$ cat src/sv/gfa_pkg.sv
// ----------------------------------------------------------------------------
// gfa_pkg
// Types and constants shared by the GB2312 font address stream block.
// ----------------------------------------------------------------------------
package gfa_pkg;

    // Configuration register indexes.
    localparam int unsigned CFG_IDX_W = 2;
    localparam logic [CFG_IDX_W-1:0] CFG_ASCII_BASE   = 2'd0;
    localparam logic [CFG_IDX_W-1:0] CFG_HANZI_OFFSET = 2'd1;

    localparam logic [23:0] ASCII_BASE_RESET   = 24'h03CF80;
    localparam logic [11:0] HANZI_OFFSET_RESET = 12'd846;

    // Byte classes.
    localparam logic [7:0] CHAR_END      = 8'h00;
    localparam logic [7:0] HANZI_LEAD_LO = 8'hB0;
    localparam logic [7:0] HANZI_LEAD_HI = 8'hF7;
    localparam logic [7:0] SYM_LEAD_LO   = 8'hA1;
    localparam logic [7:0] SYM_LEAD_HI   = 8'hA3;
    localparam logic [7:0] TRAIL_LO      = 8'hA1;
    localparam logic [7:0] ASCII_LO      = 8'h20;
    localparam logic [7:0] ASCII_HI      = 8'h7E;

    // Glyphs per GB2312 row, and column steps of the two glyph sizes.
    localparam logic [6:0] ROW_SPAN    = 7'd94;
    localparam logic [7:0] NARROW_STEP = 8'd8;
    localparam logic [7:0] WIDE_STEP   = 8'd16;

    typedef struct packed {
        logic [23:0] ascii_base;
        logic [11:0] hanzi_offset;
    } t_cfg;

    typedef struct packed {
        logic [7:0] char_byte;
        logic       string_start;
        logic [7:0] start_column;
        logic [2:0] start_page;
    } t_item;

    typedef struct packed {
        logic [23:0] glyph_address;
        logic        glyph_wide;
        logic [7:0]  glyph_column;
        logic [2:0]  glyph_page;
    } t_glyph;

    typedef struct packed {
        logic in_busy;
        logic held_valid;
        logic string_active;
    } t_core_status;

endpackage

$ cat src/sv/gb2312_font_address_stream.sv
// ----------------------------------------------------------------------------
// gb2312_font_address_stream
// Turns a GB2312/ASCII byte stream into font ROM glyph addresses and columns.
// ----------------------------------------------------------------------------
// The block takes one text byte per cycle while its result register is
// drained, and returns one glyph transfer for each printable ASCII byte and
// each complete GB2312 pair inside a string; other bytes, lead bytes and
// terminators give no transfer. A byte passes an input register and a result
// register before its glyph is offered, and the cursor and held lead byte
// are updated as the byte leaves the input register. Configuration writes
// are taken at once and must only be made while no byte is in flight.
module gb2312_font_address_stream
    import gfa_pkg::*;
(
    input  logic                 i_clk,
    input  logic                 i_rst_n,
    // Configuration write channel.
    input  logic                 i_cfg_valid,
    output logic                 o_cfg_ready,
    input  logic [CFG_IDX_W-1:0] i_cfg_index,
    input  logic [23:0]          i_cfg_data,
    // Byte stream in.
    input  logic                 i_s_tvalid,
    output logic                 o_s_tready,
    input  logic [23:0]          i_s_tdata,  // char_byte[7:0], start_column[15:8],
                                             // start_page[18:16], zero[23:19]
    input  logic                 i_s_tuser,  // string_start
    // Glyph stream out.
    output logic                 o_m_tvalid,
    input  logic                 i_m_tready,
    output logic [39:0]          o_m_tdata,  // glyph_address[23:0], glyph_column[31:24],
                                             // glyph_page[34:32], zero[39:35]
    output logic                 o_m_tuser   // glyph_wide
);

    t_cfg         cfg;
    t_item        in_item;
    t_glyph       glyph;
    t_core_status status;

    gfa_cfg_regs u_cfg_regs (
        .i_clk       (i_clk),
        .i_rst_n     (i_rst_n),
        .i_cfg_valid (i_cfg_valid),
        .o_cfg_ready (o_cfg_ready),
        .i_cfg_index (i_cfg_index),
        .i_cfg_data  (i_cfg_data),
        .o_cfg       (cfg)
    );

    assign in_item.char_byte    = i_s_tdata[7:0];
    assign in_item.string_start = i_s_tuser;
    assign in_item.start_column = i_s_tdata[15:8];
    assign in_item.start_page   = i_s_tdata[18:16];

    gfa_core u_core (
        .i_clk       (i_clk),
        .i_rst_n     (i_rst_n),
        .i_cfg       (cfg),
        .i_in_valid  (i_s_tvalid),
        .o_in_ready  (o_s_tready),
        .i_item      (in_item),
        .o_out_valid (o_m_tvalid),
        .i_out_ready (i_m_tready),
        .o_glyph     (glyph),
        .o_status    (status)
    );

    assign o_m_tdata = {5'd0, glyph.glyph_page, glyph.glyph_column, glyph.glyph_address};
    assign o_m_tuser = glyph.glyph_wide;

    // A stalled result with a byte already waiting blocks the input side.
    a_stall_blocks_input: assert property (@(posedge i_clk) disable iff (!i_rst_n)
        (o_m_tvalid && !i_m_tready && status.in_busy) |-> !o_s_tready)
        else $error("input accepted while result stalled and input register full");

    // Wide glyphs are 32-byte aligned.
    a_wide_aligned: assert property (@(posedge i_clk) disable iff (!i_rst_n)
        (o_m_tvalid && o_m_tuser) |-> (o_m_tdata[4:0] == 5'd0))
        else $error("wide glyph address not 32-byte aligned");

    // A lead byte is only held inside an active string.
    a_held_in_string: assert property (@(posedge i_clk) disable iff (!i_rst_n)
        status.held_valid |-> status.string_active)
        else $error("lead byte held outside a string");

    // No glyph is offered right after reset.
    a_reset_clears_output: assert property (@(posedge i_clk)
        !i_rst_n |=> !o_m_tvalid)
        else $error("result valid after reset");

endmodule

$ cat src/sv/gfa_cfg_regs.sv
// ----------------------------------------------------------------------------
// gfa_cfg_regs
// Configuration register file: ASCII glyph base and hanzi glyph offset.
// ----------------------------------------------------------------------------
module gfa_cfg_regs
    import gfa_pkg::*;
(
    input  logic                 i_clk,
    input  logic                 i_rst_n,
    input  logic                 i_cfg_valid,
    output logic                 o_cfg_ready,
    input  logic [CFG_IDX_W-1:0] i_cfg_index,
    input  logic [23:0]          i_cfg_data,
    output t_cfg                 o_cfg
);

    t_cfg r_cfg;
    t_cfg n_cfg;

    assign o_cfg_ready = 1'b1;
    assign o_cfg       = r_cfg;

    always_comb begin
        n_cfg = r_cfg;
        if (i_cfg_valid) begin
            unique case (i_cfg_index)
                CFG_ASCII_BASE:   n_cfg.ascii_base   = i_cfg_data;
                CFG_HANZI_OFFSET: n_cfg.hanzi_offset = i_cfg_data[11:0];
                default:          n_cfg = r_cfg;
            endcase
        end
    end

    always_ff @(posedge i_clk) begin
        if (!i_rst_n) begin
            r_cfg.ascii_base   <= ASCII_BASE_RESET;
            r_cfg.hanzi_offset <= HANZI_OFFSET_RESET;
        end else begin
            r_cfg <= n_cfg;
        end
    end

endmodule

$ cat src/sv/gfa_core.sv
// ----------------------------------------------------------------------------
// gfa_core
// Input register, one-byte decode step with string state, and result register.
// ----------------------------------------------------------------------------
module gfa_core
    import gfa_pkg::*;
(
    input  logic         i_clk,
    input  logic         i_rst_n,
    input  t_cfg         i_cfg,
    input  logic         i_in_valid,
    output logic         o_in_ready,
    input  t_item        i_item,
    output logic         o_out_valid,
    input  logic         i_out_ready,
    output t_glyph       o_glyph,
    output t_core_status o_status
);

    // Input register.
    logic  r_in_valid;
    logic  n_in_valid;
    t_item r_item;

    // String state.
    logic [7:0] r_held_lead;
    logic [7:0] n_held_lead;
    logic       r_held_valid;
    logic       n_held_valid;
    logic       r_active;
    logic       n_active;
    logic [7:0] r_column;
    logic [7:0] n_column;
    logic [2:0] r_page;
    logic [2:0] n_page;

    // Result register.
    logic   r_out_valid;
    logic   n_out_valid;
    t_glyph r_glyph;
    t_glyph n_glyph;

    logic        step;
    logic        accept;
    logic        emit;
    logic        is_hanzi_lead;
    logic        is_lead;
    logic        is_ascii;
    logic        lead_is_hanzi;
    logic [7:0]  row_off;
    logic [7:0]  col_off;
    logic [7:0]  ascii_off;
    logic [13:0] glyph_index;
    logic [23:0] wide_address;
    logic [23:0] narrow_address;

    // The held item moves on when the result register is free or being drained.
    assign step       = r_in_valid && (!r_out_valid || i_out_ready);
    assign o_in_ready = !r_in_valid || step;
    assign accept     = i_in_valid && o_in_ready;

    assign is_hanzi_lead = (r_item.char_byte >= HANZI_LEAD_LO) &&
                           (r_item.char_byte <= HANZI_LEAD_HI);
    assign is_lead  = is_hanzi_lead ||
                      ((r_item.char_byte >= SYM_LEAD_LO) && (r_item.char_byte <= SYM_LEAD_HI));
    assign is_ascii = (r_item.char_byte >= ASCII_LO) && (r_item.char_byte <= ASCII_HI);

    // Pair address: row and column inside the GB2312 table, hanzi shifted by an offset.
    assign lead_is_hanzi = r_held_lead >= HANZI_LEAD_LO;
    assign row_off       = lead_is_hanzi ? (r_held_lead - HANZI_LEAD_LO)
                                         : (r_held_lead - SYM_LEAD_LO);
    assign col_off       = r_item.char_byte - TRAIL_LO;
    assign glyph_index   = 14'(row_off[6:0]) * 14'(ROW_SPAN) + 14'(col_off[6:0]) +
                           (lead_is_hanzi ? 14'(i_cfg.hanzi_offset) : 14'd0);
    assign wide_address  = {5'd0, glyph_index, 5'd0};

    assign ascii_off      = r_item.char_byte - ASCII_LO;
    assign narrow_address = i_cfg.ascii_base + {13'd0, ascii_off[6:0], 4'd0};

    always_comb begin
        logic       held_v;
        logic       active;
        logic [7:0] column;
        logic [2:0] page;

        held_v = r_held_valid;
        active = r_active;
        column = r_column;
        page   = r_page;

        n_held_lead  = r_held_lead;
        n_held_valid = r_held_valid;
        n_active     = r_active;
        n_column     = r_column;
        n_page       = r_page;
        emit         = 1'b0;
        n_glyph      = r_glyph;

        if (r_item.string_start) begin
            held_v = 1'b0;
            active = 1'b1;
            column = r_item.start_column;
            page   = r_item.start_page;
        end

        n_held_valid = held_v;
        n_active     = active;
        n_column     = column;
        n_page       = page;
        n_glyph.glyph_column = column;
        n_glyph.glyph_page   = page;

        if (active) begin
            if (r_item.char_byte == CHAR_END) begin
                n_held_valid = 1'b0;
                n_active     = 1'b0;
            end else if (held_v && (r_item.char_byte >= TRAIL_LO)) begin
                n_held_valid          = 1'b0;
                emit                  = 1'b1;
                n_glyph.glyph_address = wide_address;
                n_glyph.glyph_wide    = 1'b1;
                n_column              = column + WIDE_STEP;
            end else if (is_lead) begin
                // No lead is held when this branch is reached, so this byte starts a new pair.
                n_held_lead  = r_item.char_byte;
                n_held_valid = 1'b1;
            end else begin
                n_held_valid = 1'b0;
                if (is_ascii) begin
                    emit                  = 1'b1;
                    n_glyph.glyph_address = narrow_address;
                    n_glyph.glyph_wide    = 1'b0;
                    n_column              = column + NARROW_STEP;
                end
            end
        end

        if (step) begin
            n_out_valid = emit;
        end else if (i_out_ready) begin
            n_out_valid = 1'b0;
        end else begin
            n_out_valid = r_out_valid;
        end

        if (accept) begin
            n_in_valid = 1'b1;
        end else if (step) begin
            n_in_valid = 1'b0;
        end else begin
            n_in_valid = r_in_valid;
        end
    end

    always_ff @(posedge i_clk) begin
        if (!i_rst_n) begin
            r_in_valid   <= 1'b0;
            r_out_valid  <= 1'b0;
            r_held_lead  <= 8'd0;
            r_held_valid <= 1'b0;
            r_active     <= 1'b0;
            r_column     <= 8'd0;
            r_page       <= 3'd0;
        end else begin
            r_in_valid  <= n_in_valid;
            r_out_valid <= n_out_valid;
            if (step) begin
                r_held_lead  <= n_held_lead;
                r_held_valid <= n_held_valid;
                r_active     <= n_active;
                r_column     <= n_column;
                r_page       <= n_page;
            end
        end
    end

    always_ff @(posedge i_clk) begin
        if (accept) begin
            r_item <= i_item;
        end
        if (step && emit) begin
            r_glyph <= n_glyph;
        end
    end

    assign o_out_valid = r_out_valid;
    assign o_glyph     = r_glyph;

    assign o_status.in_busy       = r_in_valid;
    assign o_status.held_valid    = r_held_valid;
    assign o_status.string_active = r_active;

endmodule

$ cat config.mk
export PLATFORM = sky130hd
export DESIGN_NAME = gb2312_font_address_stream
export DESIGN_NICKNAME = d
export VERILOG_FILES = /design/src/sv/gfa_pkg.sv /design/src/sv/gb2312_font_address_stream.sv /design/src/sv/gfa_cfg_regs.sv /design/src/sv/gfa_core.sv
export SDC_FILE = /design/constraint.sdc
export NUM_CORES = 1
export LEC_CHECK = 0
export BUFFER_PORTS_ARGS = -buffer_cell sky130_fd_sc_hd__buf_2
export CAP_MARGIN = 20
export CORE_ASPECT_RATIO = 0.6
export CORE_MARGIN = 2
export CORE_UTILIZATION = 45
export CTS_CLUSTER_DIAMETER = 100
export DETAILED_ROUTE_END_ITERATION = 6
export GPL_TIMING_DRIVEN = 0
export PLACE_DENSITY = 0.73
export SLEW_MARGIN = 20
export SYNTH_ARGS = -nofsm -noshare
export SYNTH_HDL_FRONTEND = slang
export SYNTH_HIERARCHICAL = 1
export SYNTH_SLANG_ARGS = --single-unit
$ cat constraint.sdc
create_clock -name i_clk -period 5.43 [get_ports i_clk]
set_clock_uncertainty 0.2 [all_clocks]
set_input_delay 0.2715 -clock i_clk [delete_from_list [all_inputs] [get_ports i_clk]]
set_output_delay 0.2715 -clock i_clk [all_outputs]
set_load 0.01 [all_outputs]
==> reports/metrics.yaml, run 1 <==
fin_util_pct: 60.0
gate_count_after_technology_mapping: 730
final_hold_violating_endpoints: 0
fp.coreArea_sq_mm: 0.0162
leak_pwr_nw: 4.18
post_route_cells_drive_above_1_share_pct: 26.4
dp.cells: 1032
io-pin-count: 100
route.detailed.drc: 0
worst_setup_hold_path_clk_slew_ns: 0.06
finalSetupViolCount: 3
avgRoutedWirePerCell_um: 16.1
data_required_time_of_the_critical_path_ns: 5.37
power.density_cell_area_mw_per_mm2: 387
grtUsageTotal_pct: 20.9
max_slew_margin_pct: 32.6
floorplan.initialDensity_pct: 45.9
flow.area_growth_from_synthesis_pct: 30.7
grt_setup_unrepaired: "true"
htree_num_levels: 4
timing.final.ws_setup_ns: -0.188
cap_viol_max_count: 0
violations: "negative setup slack"
initial_antenna_violation_count: 0
timing.critical_path.buf_inv: 4
numPortBuffers: 88
tritoncts_clock_tree: "done"
critPathMaxStageDelay_ns: 0.55
final.min_clock_period_ns: 5.62
crit_path_start_kind: "flop"
globalRouteOverflowTotal: 0
root_buffer_master: "clkbuf_16"
drt_pre_antenna_iters: 5
dpl_cell_area_sq_mm: 0.00828
total_vias_in_the_final_route: 5828
drt-vias-per-instance: 5.16
via_count_of_the_first_global_routing_pass: 5498
cts_bufs_inserted: 17
power.ir.vdd_worst_uv: 259
cts.path.max_buffers: 2
ant_nets: 0
first_pass_grt_wire_length_um: 28600
routabilityCongestion: 0.884
final_cell_count_no_fill: 1129
dieArea_sq_mm: 0.0176
grt_start_max_net_pins: 21
layout.nets: 1044
yosys_warnings: 6
chipHeight_um: 104
timing.hold.ws_ns: 0.0219
max_freq_ghz: 0.178
syn-mean-instance-area_sq_um: 10.2
worst_setup_path_end_kind: "flop"
actual_transition_at_the_worst_max_transition_pin_ns: 1.01
clock_latency_ns: 0.42
chipWidth_um: 170
status: "finished, violations left"
drt_first_iter_violations: 405
timing_worst_setup_path_type: "flop to flop"
worstHoldPathType: "input port to flop"
report.final.slew_viol_count: 0
final.period_utilization_pct: 103
insertedDiodeCount: 0
clkSinkCount: 115
cp_top_family: "adder cells"
critPathSlowestCell: "fa_1"
crit_path_max_fanout: 4
route.final.wire_length_um: 18100
report.power.total_mw: 3.75
non_filler_cell_area_final_sq_mm: 0.00971
hpwl_um: 13000
num_rows: 36
crit_arrival_ns: 5.56
netlist_area_sq_mm: 0.00743
## through the flow
stage	worst slack, ns	setup TNS [ns]
after floorplan	-0.0169	-0.0304
after global placement	-0.512	-5.38
after detailed placement	-0.532	-1.54
after CTS	-0.242	-0.398
after global routing	-0.417	-1.04
final	-0.188	-0.366
## report_power, final
part           leakage, nW  internal, mW  total (mW)  switching, mW
registers            0.992         0.945       0.970         0.0250
logic                 2.89         0.807        1.65          0.843
clock network        0.290         0.708        1.13          0.424
## routing by layer
metal	routed length [um]	part of all wire, %	vias up	global-route usage [%]
met5	0	0	-	0
met4	198	1.1	0	5.80
met3	994	5.5	17	4.28
met2	7800	43	156	29.7
met1	9140	50	2769	32.1
li1	-	-	2886	-
## worst register-to-register path, stage by stage, from the launching register on
cell and delay (ns):
dfxtp_4 0.36, ha_4 0.17, nor2_4 0.11, nor2_4 0.07, buf_4 0.13, buf_4 0.14
nor2_2 0.13, a21oi_2 0.06, fa_1 0.55, inv_2 0.05, fa_1 0.47, fa_1 0.54
inv_2 0.05, ha_4 0.22, a21oi_4 0.14, nor2b_1 0.07, o21a_1 0.18, nor2_1 0.13
xnor2_1 0.15, ha_1 0.29, ha_4 0.28, and2_4 0.15, o211ai_1 0.15, a311oi_2 0.26
xor2_1 0.21, mux2i_1 0.10
## sequential cells by signal, indices dropped and copies added (netlist names)
| signal | flops |
|---|---|
| u_core/r_page | 3 |
| u_core/r_active | 1 |
| u_core/r_held_lead | 8 |
| u_cfg_regs/o_cfg | 36 |
| u_core/r_held_valid | 1 |
| u_core/r_in_valid | 1 |
| u_core/o_out_valid | 1 |
| u_core/r_item | 20 |
| u_core/o_glyph | 36 |
| u_core/r_column | 8 |
## layout make-up
cell class | instances | area, sq um
fillers | 1273 | 6460
multi-input cells | 526 | 4470
flip-flops and latches | 115 | 2880
repair buffers | 155 | 1080
clock buffers | 19 | 454
well taps | 209 | 262
inverters | 61 | 229
plain buffers | 31 | 191
clock inverters | 13 | 146
## layout by cell type (no fill, tap or decap), types with 23 or more instances in the layout
cell	instances
nand2_1	81
inv_1	56
dlygate4sd3_1	45
nor2b_1	25
dfxtp_1	54
buf_2	101
xnor2_1	31
ha_1	51
nor2_1	32
mux2i_1	40
a21oi_1	23
buf_4	28
edfxtp_1	56
## final timing paths
check,start,endpoint,slack [ns],cells past startpoint
max,u_core/r_held_lead[4]$_SDFFE_PN0P_,u_core/o_glyph[30]$_DFFE_PP_,-0.19,25
min,i_m_tready,u_core/o_out_valid$_SDFFE_PN0P_,0.02,3
max reg2reg,u_core/r_held_lead[4]$_SDFFE_PN0P_,u_core/o_glyph[30]$_DFFE_PP_,-0.19,25
min reg2reg,u_cfg_regs/o_cfg[13]$_SDFFE_PN0P_,u_cfg_regs/o_cfg[13]$_SDFFE_PN0P_,0.26,2
## timing repair
action                     4_1_cts  5_1_grt
pin swaps                       27       12
hold buffers                    45        0
gates cloned                     0        0
hold endpoints to repair        52        0
resized for setup               26       17
setup buffers                   17        4
setup endpoints to repair        5        5
No activity file was read; power rests on OpenSTA's default activity.
==> inputs of run 2 (changes only) <==
SYNTH_HIERARCHICAL = default   (was 1)
==> reports/metrics.yaml, run 2 <==
final.period_utilization_pct: 103
route.detailed.drc: 0
timing_worst_setup_path_type: "flop to flop"
crit_path_max_fanout: 4
drt-vias-per-instance: 5.23
timing.critical_path.cells: "or3_4 -> nor3_4 -> xnor2_1 -> nor2_2 -> a21oi_4 -> fa_1 -> inv_1 -> fa_1 -> fa_1 -> inv_2 -> ha_4 -> o211ai_1 -> o211ai_1 -> nand2_1 -> xnor2_1 -> ha_1 -> ha_4 -> or3_1 -> o21ai_1 -> a31oi_2 -> xnor2_1 -> mux2i_1"
max_freq_ghz: 0.180
synth_area_leaders: "edfxtp_1 23%, dfxtp_1 16%, ha_1 11%"
cts.path.max_buffers: 2
worstHoldPathType: "input port to flop"
yosys-top-cells-count: "125 x nand2_1, 64 x inv_1, 62 x ha_1"
final.min_clock_period_ns: 5.57
worst_setup_path_end_kind: "flop"
io-pin-count: 100
hold-path-cell-count: 3
yosys.area.top_type: "edfxtp_1"
number_of_enable_flip_flop_cells_after_synthesis: 56
timing.critical_path.buf_inv: 2
finalSetupViolCount: 4
gate_count_after_technology_mapping: 754
power.density_cell_area_mw_per_mm2: 416
status: "finished, violations left"
power.ir.vdd_worst_uv: 317
non_filler_cell_area_final_sq_mm: 0.00960
regToRegEndpoint: "u_core.o_glyph[30]$_DFFE_PP_"
yosys_warnings: 0
fp.coreArea_sq_mm: 0.0155
clock_latency_ns: 0.42
grt_setup_unrepaired: "true"
reg2reg_slack_ns: -0.14
critPathSlowestCell: "fa_1"
root_buffer_master: "clkbuf_16"
timing.final.ws_setup_ns: -0.138
clkSinkCount: 115
first_pass_grt_wire_length_um: 29100
worst_setup_hold_path_clk_slew_ns: 0.06
grtUsageTotal_pct: 22.0
cts_bufs_inserted: 17
chipHeight_um: 102
floorplan.initialDensity_pct: 46.6
violations: "negative setup slack"
flow.area_growth_from_synthesis_pct: 33.0
via_count_of_the_first_global_routing_pass: 5726
layout.cells.most_common: "nand2_1"
synthArstFlopShare_pct: 0
ant_nets: 0
postSynth.topFlopCell: "dfxtp_1"
worst-r2r-cell-count: 22
report.final.slew_viol_count: 0
final_hold_violating_endpoints: 0
actual_transition_at_the_worst_max_transition_pin_ns: 1.01
route.final.wire_length_um: 18500
startpoint: "u_core.r_held_lead[0]$_SDFFE_PN0P_"
drt_pre_antenna_iters: 5
htree_num_levels: 4
hold_path_end: "u_core.o_out_valid$_SDFFE_PN0P_"
synth.most_common_cell: "nand2_1"
layout_common_cells: "124 x nand2_1, 97 x buf_2, 60 x inv_1"
ys_types: 63
area_fraction_of_the_dominant_cell_type_after_synthesis_pct: 23.3
numPortBuffers: 88
critPathMaxStageDelay_ns: 0.54
cp_top_family: "adder cells"
globalRouteOverflowTotal: 0
layout.nets: 1073
grt_start_max_net_pins: 26
num_rows: 35
fin_util_pct: 61.9
avgRoutedWirePerCell_um: 16.1
total_vias_in_the_final_route: 6017
synth_seq_cells: 115
dieArea_sq_mm: 0.0171
max_slew_margin_pct: 32.7
r2r_start: "u_core.r_held_lead[0]$_SDFFE_PN0P_"
netlist_area_sq_mm: 0.00722
tritoncts_clock_tree: "done"
data_required_time_of_the_critical_path_ns: 5.38
dpl_cell_area_sq_mm: 0.00800
setup_tns_ns: -0.294
chipWidth_um: 167
crit_arrival_ns: 5.52
insertedDiodeCount: 0
synth_sequential_area_ratio_pct: 39.7
syn-mean-instance-area_sq_um: 9.57
initial_antenna_violation_count: 0
leak_pwr_nw: 4.01
routabilityCongestion: 0.891
crit_path_start_kind: "flop"
timing.hold.worst.start: "i_m_tready"
post_route_cells_drive_above_1_share_pct: 24.7
cap_viol_max_count: 0
hpwl_um: 12700
drt_first_iter_violations: 463
-- run 2: area by class of cell --
type / instances / area, sq um
fill: 1248 / 5900
multi-input combinational: 546 / 4380
sequential: 115 / 2880
timing repair buffer: 157 / 1080
clock buffer: 22 / 518
tap: 203 / 254
inverter: 64 / 240
buffer: 33 / 168
clock inverter: 10 / 78.8
-- run 2: per-layer routing --
metal	part of all wire, %	track usage (%)	up-vias
li1	-	-	2950
met1	48	33.0	2834
met2	44	32.7	212
met3	7.2	4.30	21
met4	1.1	5.55	0
met5	0	0	-
-- run 2: logic make-up (layout without fill, tap and decap cells) --
family / Yosys count / after routing / share of synthesized area, %
simple gates: 249 / 249 / 16.2
compound gates: 138 / 138 / 12.9
flops: 115 / 115 / 39.7
buf+inv: 97 / 286 / 5.51
fa+ha+maj: 83 / 83 / 16.6
xor+xnor: 50 / 50 / 6.07
mux: 20 / 20 / 2.93
other cells: 2 / 6 / 0.104
-- run 2: worst max path at each step --
stage               slack (ns)  cells past startpoint                            to
floorplan                0.001                     19  u_core.o_glyph[27]$_DFFE_PP_
global placement         -0.64                     22  u_core.o_glyph[30]$_DFFE_PP_
detailed placement       -0.66                     22  u_core.o_glyph[30]$_DFFE_PP_
CTS                      -0.12                     25  u_core.o_glyph[30]$_DFFE_PP_
global route             -0.41                     23  u_core.o_glyph[30]$_DFFE_PP_
finish                   -0.14                     22  u_core.o_glyph[30]$_DFFE_PP_
-- run 2: power breakdown --
part	leakage (nW)	switching (mW)	internal, mW
clock	0.299	0.432	0.686
combinational	2.72	0.977	0.930
sequential	0.993	0.0238	0.946
total	4.01	1.43	2.56
-- run 2: tightest hold or removal path, delay by kind of cell --
kind,cells,cell delay (ns)
simple gates,1,0.07
compound gates,1,0.19
buf+inv,1,0.07
-- run 2: stage by stage --
| stage | instances | power, mW | worst slack [ns] | hold slack [ns] |
|---|---|---|---|---|
| global placement | 1049 | 2.35 | -0.639 | 0.248 |
| global route | 1150 | 4.22 | -0.411 | 0.0631 |
| detailed placement | 1049 | 2.36 | -0.658 | 0.250 |
| floorplan | 758 | 2.09 | 0.000962 | 0.170 |
| finish | 1150 | 3.99 | -0.138 | 0.0401 |
| CTS | 1144 | 3.77 | -0.116 | 0.0312 |
-- run 2: timing repair --
item,CTS,global route
cloned,0,0
pin swaps,20,23
setup buffers,17,6
endpoints found under the setup margin,7,7
hold buffers,46,0
resized for setup,41,29
hold endpoints to repair,58,0
